<file path="src/rtl/fwcsc_pkg.sv">
`default_nettype none
// ----------------------------------------------------------------------------
// fwcsc_pkg
// Shared widths and the result record of the second-chance cache tag
// controller.
// ----------------------------------------------------------------------------
package fwcsc_pkg;

  // Stream payload widths
  localparam int unsigned AddrW      = 32;
  localparam int unsigned OutTdataW  = 40;

  // Fixed result field widths
  localparam int unsigned WayFieldW  = 2;
  localparam int unsigned SetFieldW  = 8;
  localparam int unsigned WordFieldW = 4;
  localparam int unsigned TagFieldW  = 18;

  // One result item as handed from the sequencer to the output register
  typedef struct packed {
    logic [TagFieldW-1:0]  writeback_tag;
    logic                  writeback_needed;
    logic                  fill_needed;
    logic [WordFieldW-1:0] word_offset;
    logic [SetFieldW-1:0]  set_index;
    logic [WayFieldW-1:0]  way;
    logic                  hit;
  } fwcsc_result_t;

endpackage : fwcsc_pkg
`default_nettype wire

</file>
<file path="src/rtl/fwcsc_ctrl.sv">
`default_nettype none
// ----------------------------------------------------------------------------
// fwcsc_ctrl
// Access sequencer: clears the metadata after reset, reads the set, scans the
// ways through one tag comparator, walks the fill-age order for a victim and
// writes the updated row back.
// ----------------------------------------------------------------------------
module fwcsc_ctrl #(
  parameter int unsigned NUM_SETS       = 256,
  parameter int unsigned NUM_WAYS       = 4,
  parameter int unsigned WORDS_PER_LINE = 16
) (
  input  wire logic                                          clk_i,
  input  wire logic                                          rst_ni,
  // access items
  input  wire logic                                          in_valid_i,
  output logic                                               in_ready_o,
  input  wire logic [fwcsc_pkg::AddrW-1:0]                   address_i,
  input  wire logic                                          is_write_i,
  // row storage
  output logic                                               rd_en_o,
  output logic      [$clog2(NUM_SETS)-1:0]                   rd_addr_o,
  output logic                                               wr_en_o,
  output logic                                               wr_tag_en_o,
  output logic      [$clog2(NUM_SETS)-1:0]                   wr_addr_o,
  output logic      [NUM_WAYS*(3+$clog2(NUM_WAYS+1))-1:0]    wr_meta_o,
  output logic      [NUM_WAYS*(32-$clog2(NUM_SETS)-$clog2(WORDS_PER_LINE*4))-1:0]
                                                             wr_tag_o,
  input  wire logic [NUM_WAYS*(3+$clog2(NUM_WAYS+1))-1:0]    rd_meta_i,
  input  wire logic [NUM_WAYS*(32-$clog2(NUM_SETS)-$clog2(WORDS_PER_LINE*4))-1:0]
                                                             rd_tag_i,
  // results
  output logic                                               res_valid_o,
  input  wire logic                                          res_ready_i,
  output fwcsc_pkg::fwcsc_result_t                           res_o
);

  import fwcsc_pkg::*;

  localparam int unsigned OffW  = $clog2(WORDS_PER_LINE * 4);
  localparam int unsigned SetW  = $clog2(NUM_SETS);
  localparam int unsigned WordW = $clog2(WORDS_PER_LINE);
  localparam int unsigned TagW  = AddrW - OffW - SetW;
  localparam int unsigned WayW  = $clog2(NUM_WAYS);
  localparam int unsigned AgeW  = $clog2(NUM_WAYS + 1);

  typedef enum logic [5:0] {
    ST_CLEAR  = 6'b000001,
    ST_IDLE   = 6'b000010,
    ST_LOAD   = 6'b000100,
    ST_SCAN   = 6'b001000,
    ST_WALK   = 6'b010000,
    ST_UPDATE = 6'b100000
  } state_e;

  state_e                          state_q, state_d;
  logic [SetW-1:0]                 clr_q, clr_d;
  logic [WayW-1:0]                 idx_q, idx_d;
  logic [WayW-1:0]                 pos_q, pos_d;
  logic [WayW-1:0]                 sel_way_q, sel_way_d;
  logic                            hit_q, hit_d;
  logic                            free_found_q, free_found_d;

  // item and working row (payload)
  logic [TagW-1:0]                 tag_in_q, tag_in_d;
  logic [SetW-1:0]                 set_q, set_d;
  logic [WordW-1:0]                word_q, word_d;
  logic                            wr_q, wr_d;
  logic [NUM_WAYS-1:0]             valid_q, valid_d;
  logic [NUM_WAYS-1:0]             dirty_q, dirty_d;
  logic [NUM_WAYS-1:0]             ref_q, ref_d;
  logic [NUM_WAYS-1:0][AgeW-1:0]   age_q, age_d;
  logic [NUM_WAYS-1:0][TagW-1:0]   tag_q, tag_d;

  // updated row for write-back
  logic [NUM_WAYS-1:0]             valid_n, dirty_n, ref_n;
  logic [NUM_WAYS-1:0][AgeW-1:0]   age_n;
  logic [NUM_WAYS-1:0][TagW-1:0]   tag_n;

  logic                            cmp_hit;
  logic [WayW-1:0]                 cand_way;
  logic [AgeW-1:0]                 want_age;
  logic [AgeW-1:0]                 old_age;
  logic                            wb_needed;
  logic                            upd_go;

  // Shared tag comparator, one way a cycle
  assign cmp_hit = valid_q[idx_q] && (tag_q[idx_q] == tag_in_q);

  // Way at the current position of the fill-age order
  assign want_age = AgeW'(pos_q) + AgeW'(1);
  always_comb begin
    cand_way = '0;
    for (int k = 0; k < NUM_WAYS; k++) begin
      if (age_q[k] == want_age) begin
        cand_way = WayW'(k);
      end
    end
  end

  // Build the row that the access leaves behind
  assign old_age   = age_q[sel_way_q];
  assign wb_needed = !hit_q && valid_q[sel_way_q] && dirty_q[sel_way_q];
  always_comb begin
    valid_n = valid_q;
    dirty_n = dirty_q;
    ref_n   = ref_q;
    age_n   = age_q;
    tag_n   = tag_q;
    if (hit_q) begin
      ref_n[sel_way_q] = 1'b1;
      if (wr_q) begin
        dirty_n[sel_way_q] = 1'b1;
      end
    end else begin
      for (int k = 0; k < NUM_WAYS; k++) begin
        if (WayW'(k) != sel_way_q) begin
          if (old_age == '0) begin
            if (age_q[k] != '0) begin
              age_n[k] = age_q[k] - AgeW'(1);
            end
          end else if (age_q[k] > old_age) begin
            age_n[k] = age_q[k] - AgeW'(1);
          end
        end
      end
      age_n[sel_way_q]   = AgeW'(NUM_WAYS);
      valid_n[sel_way_q] = 1'b1;
      tag_n[sel_way_q]   = tag_in_q;
      dirty_n[sel_way_q] = wr_q;
      ref_n[sel_way_q]   = 1'b0;
    end
  end

  assign upd_go = (state_q == ST_UPDATE) && res_ready_i;

  // Sequencer
  always_comb begin
    state_d      = state_q;
    clr_d        = clr_q;
    idx_d        = idx_q;
    pos_d        = pos_q;
    sel_way_d    = sel_way_q;
    hit_d        = hit_q;
    free_found_d = free_found_q;
    tag_in_d     = tag_in_q;
    set_d        = set_q;
    word_d       = word_q;
    wr_d         = wr_q;
    valid_d      = valid_q;
    dirty_d      = dirty_q;
    ref_d        = ref_q;
    age_d        = age_q;
    tag_d        = tag_q;
    unique case (state_q)
      ST_CLEAR: begin
        clr_d = clr_q + SetW'(1);
        if (clr_q == SetW'(NUM_SETS - 1)) begin
          state_d = ST_IDLE;
        end
      end
      ST_IDLE: begin
        if (in_valid_i) begin
          tag_in_d = TagW'(address_i >> (OffW + SetW));
          set_d    = SetW'(address_i >> OffW);
          word_d   = WordW'(address_i >> 2);
          wr_d     = is_write_i;
          state_d  = ST_LOAD;
        end
      end
      ST_LOAD: begin
        valid_d      = rd_meta_i[NUM_WAYS-1:0];
        dirty_d      = rd_meta_i[2*NUM_WAYS-1:NUM_WAYS];
        ref_d        = rd_meta_i[3*NUM_WAYS-1:2*NUM_WAYS];
        age_d        = rd_meta_i[NUM_WAYS*(3+AgeW)-1:3*NUM_WAYS];
        tag_d        = rd_tag_i;
        idx_d        = '0;
        hit_d        = 1'b0;
        free_found_d = 1'b0;
        state_d      = ST_SCAN;
      end
      ST_SCAN: begin
        if (cmp_hit) begin
          hit_d     = 1'b1;
          sel_way_d = idx_q;
          state_d   = ST_UPDATE;
        end else begin
          // remember the lowest invalid way
          if (!valid_q[idx_q] && !free_found_q) begin
            free_found_d = 1'b1;
            sel_way_d    = idx_q;
          end
          idx_d = idx_q + WayW'(1);
          if (idx_q == WayW'(NUM_WAYS - 1)) begin
            if (free_found_q || !valid_q[idx_q]) begin
              state_d = ST_UPDATE;
            end else begin
              pos_d   = '0;
              state_d = ST_WALK;
            end
          end
        end
      end
      ST_WALK: begin
        // give a referenced way its second chance, stop at a clear one
        if (!ref_q[cand_way]) begin
          sel_way_d = cand_way;
          state_d   = ST_UPDATE;
        end else begin
          ref_d[cand_way] = 1'b0;
          pos_d = (pos_q == WayW'(NUM_WAYS - 1)) ? '0 : pos_q + WayW'(1);
        end
      end
      ST_UPDATE: begin
        if (res_ready_i) begin
          state_d = ST_IDLE;
        end
      end
      default: begin
        state_d = ST_IDLE;
      end
    endcase
  end

  // Control registers
  always_ff @(posedge clk_i or negedge rst_ni) begin
    if (!rst_ni) begin
      state_q      <= ST_CLEAR;
      clr_q        <= '0;
      idx_q        <= '0;
      pos_q        <= '0;
      sel_way_q    <= '0;
      hit_q        <= 1'b0;
      free_found_q <= 1'b0;
    end else begin
      state_q      <= state_d;
      clr_q        <= clr_d;
      idx_q        <= idx_d;
      pos_q        <= pos_d;
      sel_way_q    <= sel_way_d;
      hit_q        <= hit_d;
      free_found_q <= free_found_d;
    end
  end

  // Item and working row registers
  always_ff @(posedge clk_i) begin
    tag_in_q <= tag_in_d;
    set_q    <= set_d;
    word_q   <= word_d;
    wr_q     <= wr_d;
    valid_q  <= valid_d;
    dirty_q  <= dirty_d;
    ref_q    <= ref_d;
    age_q    <= age_d;
    tag_q    <= tag_d;
  end

  // Storage port drive
  assign in_ready_o  = (state_q == ST_IDLE);
  assign rd_en_o     = (state_q == ST_IDLE) && in_valid_i;
  assign rd_addr_o   = SetW'(address_i >> OffW);
  assign wr_en_o     = (state_q == ST_CLEAR) || upd_go;
  assign wr_tag_en_o = upd_go;
  assign wr_addr_o   = (state_q == ST_CLEAR) ? clr_q : set_q;
  assign wr_meta_o   = (state_q == ST_CLEAR) ? '0 : {age_n, ref_n, dirty_n, valid_n};
  assign wr_tag_o    = tag_n;

  // Result item
  assign res_valid_o            = upd_go;
  assign res_o.hit              = hit_q;
  assign res_o.way              = WayFieldW'(sel_way_q);
  assign res_o.set_index        = SetFieldW'(set_q);
  assign res_o.word_offset      = WordFieldW'(word_q);
  assign res_o.fill_needed      = !hit_q;
  assign res_o.writeback_needed = wb_needed;
  assign res_o.writeback_tag    = wb_needed ? TagFieldW'(tag_q[sel_way_q]) : '0;

endmodule : fwcsc_ctrl
`default_nettype wire

</file>
<file path="config.mk">
export PLATFORM = sky130hd
export DESIGN_NAME = fwcsc_ctrl
export DESIGN_NICKNAME = d
export VERILOG_FILES = /design/src/rtl/fwcsc_pkg.sv /design/src/rtl/fwcsc_ctrl.sv
export SDC_FILE = /design/constraint.sdc
export NUM_CORES = 1
export LEC_CHECK = 0
export ABC_AREA = 1
export BUFFER_PORTS_ARGS = -buffer_cell sky130_fd_sc_hd__buf_2
export CAP_MARGIN = 20
export CORE_MARGIN = 2
export CORE_UTILIZATION = 44
export DETAILED_ROUTE_END_ITERATION = 16
export HOLD_SLACK_MARGIN = 0.08
export PLACE_DENSITY = 0.71
export SETUP_SLACK_MARGIN = 0.3
export SYNTH_ARGS = -nofsm -noshare
export SYNTH_HDL_FRONTEND = slang
export SYNTH_SLANG_ARGS = --single-unit
export TNS_END_PERCENT = 1
</file>
<file path="constraint.sdc">
create_clock -name clk_i -period 23.6 [get_ports clk_i]
set_clock_uncertainty 0.2 [all_clocks]
set_input_delay 4.72 -clock clk_i [delete_from_list [all_inputs] [get_ports clk_i]]
set_output_delay 4.72 -clock clk_i [all_outputs]
set_load 0.03 [all_outputs]
</file>
# == Word level (Yosys, flattened, before mapping) ==
# Cells that the tools add are included.
# op_classes
add_sub_neg,8
n_lt_le_gt_ge,9
eq_ne,28
n_mux,83
bitwise,10
n_reduce_logical,30
# ops
cell,n
$bmux 18 s2,2
$bwmux 72,1
$mux 18,4
$mux 72,1
$mux 3,22
$mux 6,7
$demux 18 s2,1
$pmux 6 s6,1
$mux 24,1
$mux 2,11
$mux 4,5
$ne 2x2->1 const B,10
$eq 18x18->1,1
$or 4x4->4,4
$gt 3x3->1,4
$mux 12,1
$pmux 2 s2,3
$reduce_bool 3->1,4
$sub 3x1->3 const B,4
$mux 1,10
$reduce_and 5->1,2
$eq 3x3->1,3
$lt 2x3->1 const B,3
$add 8x1->8 const B,1
33 further kinds,62
# word_totals
reg_bits,149
inputBits,133
out_inout_bits,152

# == Longest topological paths before layout ==
# logic_depth
word_depth,13
depth_mapped,17
depth_no_buf,16

# == Worst setup path before layout ==
# Ideal clock, no wire load.
# synth_path
path_type,input port to output port
start,in in_valid_i
end,out rd_en_o
t_arrival_ns,6.439
t_required_ns,18.680
slack_ns,12.241
cell_stages,2
n_path_buf,0
cell_sequence,inv_1 > nor2_1
# synth_between
elab_chain_cells,1
# synth_rtl
item,line_no,rtl
from (decl),fwcsc_ctrl.sv:16,"input wire logic in_valid_i,"
$logic_and 1x1->1,fwcsc_ctrl.sv:261,assign rd_en_o = (state_q == ST_IDLE) && in_valid_i;
to (decl),fwcsc_ctrl.sv:21,"output logic rd_en_o,"
# No other way between the ends.

# == Final worst setup path ==
# Same ends and word-level chain as after synthesis.

==> impl_results.md <==
* Outcome: completed
* Critical path data required time at 18680 ps
* Grt total ovfl at 0
* Max Clk Rate at approximately 93 MHz
* Flop-to-flop setup slack at 20050 ps
* #FFs+latches synth at approximately 150
* H-tree depth at 4
* Layout cell share with drive strength beyond 1 at 0.2621
* Vias in the first global route at roughly 7800
* Worst setup SP type: input pin
* Final Wtd Congestion at ~0.9
* Pleak at approximately 5.2 nW
* CTS Buf Count at 17
* Post-CTS sizing at 0
* Die W at around 140 µm
* Hold EP: pos_q[1]
* XOR/XNOR share of the synthesized area at 0.02025
* Slew of the pin with the lowest slew margin at between 1000 and 1500 ps
* Launching point of the worst reg2reg path: idx_q[1]
* Hold WC Path Type: flop to flop
* Area growth syn-to-layout at 25.27%
* Syn nets at 1192
* PD cells at ~140 nW/µm²
* Hold path startpoint: pos_q[1]
* Final period util at 0.4536
* Worst skew pair latency at 440 ps
* Critical path class: input pin to output port
* Setup repair bufs after CTS at 0
* CP Data Arrival Time at about 5800 ps
* Routed WL at about 27 mm
* Setup crit end kind: output port
* Final min period at 10710 ps
* Post-DRT Antenna Nets at 0
* Post-synth EDFFs at about 130
* Clock root buffer: clkbuf_16
* Post-synthesis compound-gate area fraction at 0.1192
* Die height at 144.2 µm
* I/O Pins at ~290
* First-iteration detailed-routing DRC count at between 600 and 700
* Fin cells at ~1600
* Post-CTS Hold Fix Bufs at 0
* Combined area of all synthesized cells at ~8600 µm²
* Synth Flop Type: edfxtp_1
* Largest family of logic cells by synthesized area: simple AND/OR/NAND/NOR gates
* Drt drc at 0
* FFs w/ async S/R, synth at 0.1477
* Hold Vio Cnt, Final at 0
* Pin count of the biggest net entering global routing at just under 90
* Core area at slightly below 20000 µm²
* Row cnt at around 50
* Synth Instances at ~1000
* CP Max Fanout at 32
* Worst VDD drop at 0.07508 mV
* I/O Buffers at ~280
* Worst-path clk slew at ~70 ps
* Final setup fails at 0
* First-pass GRT wire length at around 40 mm
* Die ar. at approximately 21000 µm²
* Post-Synth Adder-Cell Area at 0.03328
* Mux share of post-synthesis cell area at 0
* Slew margin rel. at 0.2880
* Total power at 1.536 mW
* Sequential area share after synthesis at 0.5048
* Maxcap violations at 0
* R2R depth at 13
* Routed length per instance at 17.40 µm
* Slew Viols, Final at 0
* RSZ-0062 raised after global routing: false
* Clock sinks at around 150
* Cell variety after synth at 40
* Max clock buf depth at 2
* Starting density of the core at 0.4458
* Via Count at just over 8000
* Nets at 1448
* Synth Area in Simple Gates at 0.2462
* Initial antenna violation count at 2
* TritonRoute pass-1 iters at 5
* Yosys warns at 0
* Syn_area_per_cell at 8.348 µm²
* RR Endpoint: sel_way_q[1]
* Total placed cells including tap cells at about 1500
* Worst Hold Depth at 2
* Total track usage at 0.2634
* Vias per std cell at around 5.3
* TNS Setup at 0 ps
* CTS tree: built
* Dpl hpwl at roughly 19 mm
cell families (layout without fill, tap and decap cells):
| group | after synthesis | count (layout) |
|---|---|---|
| flops | 149 | 149 |
| xor+xnor | 20 | 20 |
| other cells | 0 | 1 |
| fa+ha+maj | 23 | 23 |
| buf+inv | 154 | 423 |
| compound gates | 181 | 181 |
| simple gates | 509 | 509 |
cell type report:
type,count,area (µm²)
sequential,149,4367
antenna,1,2.502
tap,265,331.6
multi-input combinational,733,3637
fill,1776,8564
timing repair buffer,292,1546
clock inverter,15,152.6
inverter,99,371.6
clock buffer,17,425.4
power by group:
group          leakage (nW)  total [mW]  switching (mW)  internal, mW
registers              1.45       0.404          0.0518         0.352
logic                  3.49       0.864           0.623         0.240
clock network         0.285       0.269           0.127         0.142
per-layer routing:
layer	GRT usage	share of wire	vias up
met5	0	0	-
met4	0.08533	0.022	0
met3	0.06358	0.084	42
met2	0.4504	0.49	396
met1	0.3298	0.40	3860
li1	-	-	4014
placed cells by master (no fill, tap or decap), drive strengths merged, types with 3 or more instances in the layout:
| cell type | instances |
|---|---|
| a21oi | 17 |
| a22oi | 20 |
| a31oi | 20 |
| a32oi | 3 |
| buf | 292 |
| clkbuf | 17 |
| clkinv | 5 |
| dfrtp | 21 |
| edfxtp | 127 |
| ha | 23 |
| inv | 108 |
| nand2 | 355 |
| nand3 | 76 |
| nand3b | 5 |
| nand4 | 9 |
| nor2 | 50 |
| nor3 | 9 |
| nor3b | 4 |
| o211ai | 6 |
| o21ai | 104 |
| o22ai | 8 |
| xnor2 | 7 |
| xor2 | 13 |
state kept, by name, summed over array words and instances (netlist names):
register / count
tag_q: 72
tag_in_q: 18
age_q: 12
clr_q: 8
set_q: 8
state_q: 6
dirty_q: 4
ref_q: 4
valid_q: 4
word_q: 4
idx_q: 2
pos_q: 2
sel_way_q: 2
free_found_q: 1
hit_q: 1
wr_q: 1
critical path: stages:
cell and delay (ps):
buf_2 90, inv_1 70, nor2_4 100, buf_4 460, buf_2 300
cells in the mapped netlist (4+ instances only):
cell / instances / area [µm²]
nor3_1: 8 / 40.04
buf_2: 10 / 50.05
xnor2_1: 7 / 61.31
buf_4: 12 / 90.09
dfrtp_1: 21 / 525.5
xor2_1: 13 / 113.9
a31oi_1: 20 / 125.1
nand2_1: 352 / 1321
a21oi_1: 16 / 80.08
nand4_1: 9 / 56.30
nand3_1: 74 / 370.4
o22ai_1: 8 / 50.05
o211ai_1: 6 / 45.04
nor2_2: 4 / 25.02
nor2_1: 46 / 172.7
nand3b_1: 5 / 37.54
a22oi_1: 20 / 150.1
clkbuf_1: 28 / 105.1
ha_1: 23 / 287.8
inv_1: 95 / 356.6
edfxtp_1: 127 / 3814
o21ai_0: 101 / 505.5
metrics by stage:
| stage | area, µm² | hold WS, ps | worst slack (ps) | utilization |
|---|---|---|---|---|
| floorplan | 8648 | 245.9 | 12240 | - |
| global placement | 10170 | 259.2 | 12940 | 0.5243 |
| detailed placement | 10170 | 272.2 | 12900 | 0.5243 |
| CTS | 10750 | 288.2 | 12900 | 0.5541 |
| global route | 10830 | 305.6 | 12860 | 0.5585 |
| finish | 10830 | 283.3 | 12890 | 0.5585 |
worst max path at each step:
| stage | from | end | cells past startpoint |
|---|---|---|---|
| 4_1_cts | in_valid_i | rd_en_o | 5 |
| 3_5_place_dp | in_valid_i | rd_en_o | 5 |
| 3_3_place_gp | in_valid_i | rd_en_o | 5 |
| 5_1_grt | in_valid_i | rd_en_o | 5 |
| 6_report | in_valid_i | rd_en_o | 5 |
| 2_1_floorplan | in_valid_i | rd_en_o | 2 |
(Power assumes the default switching activity.)
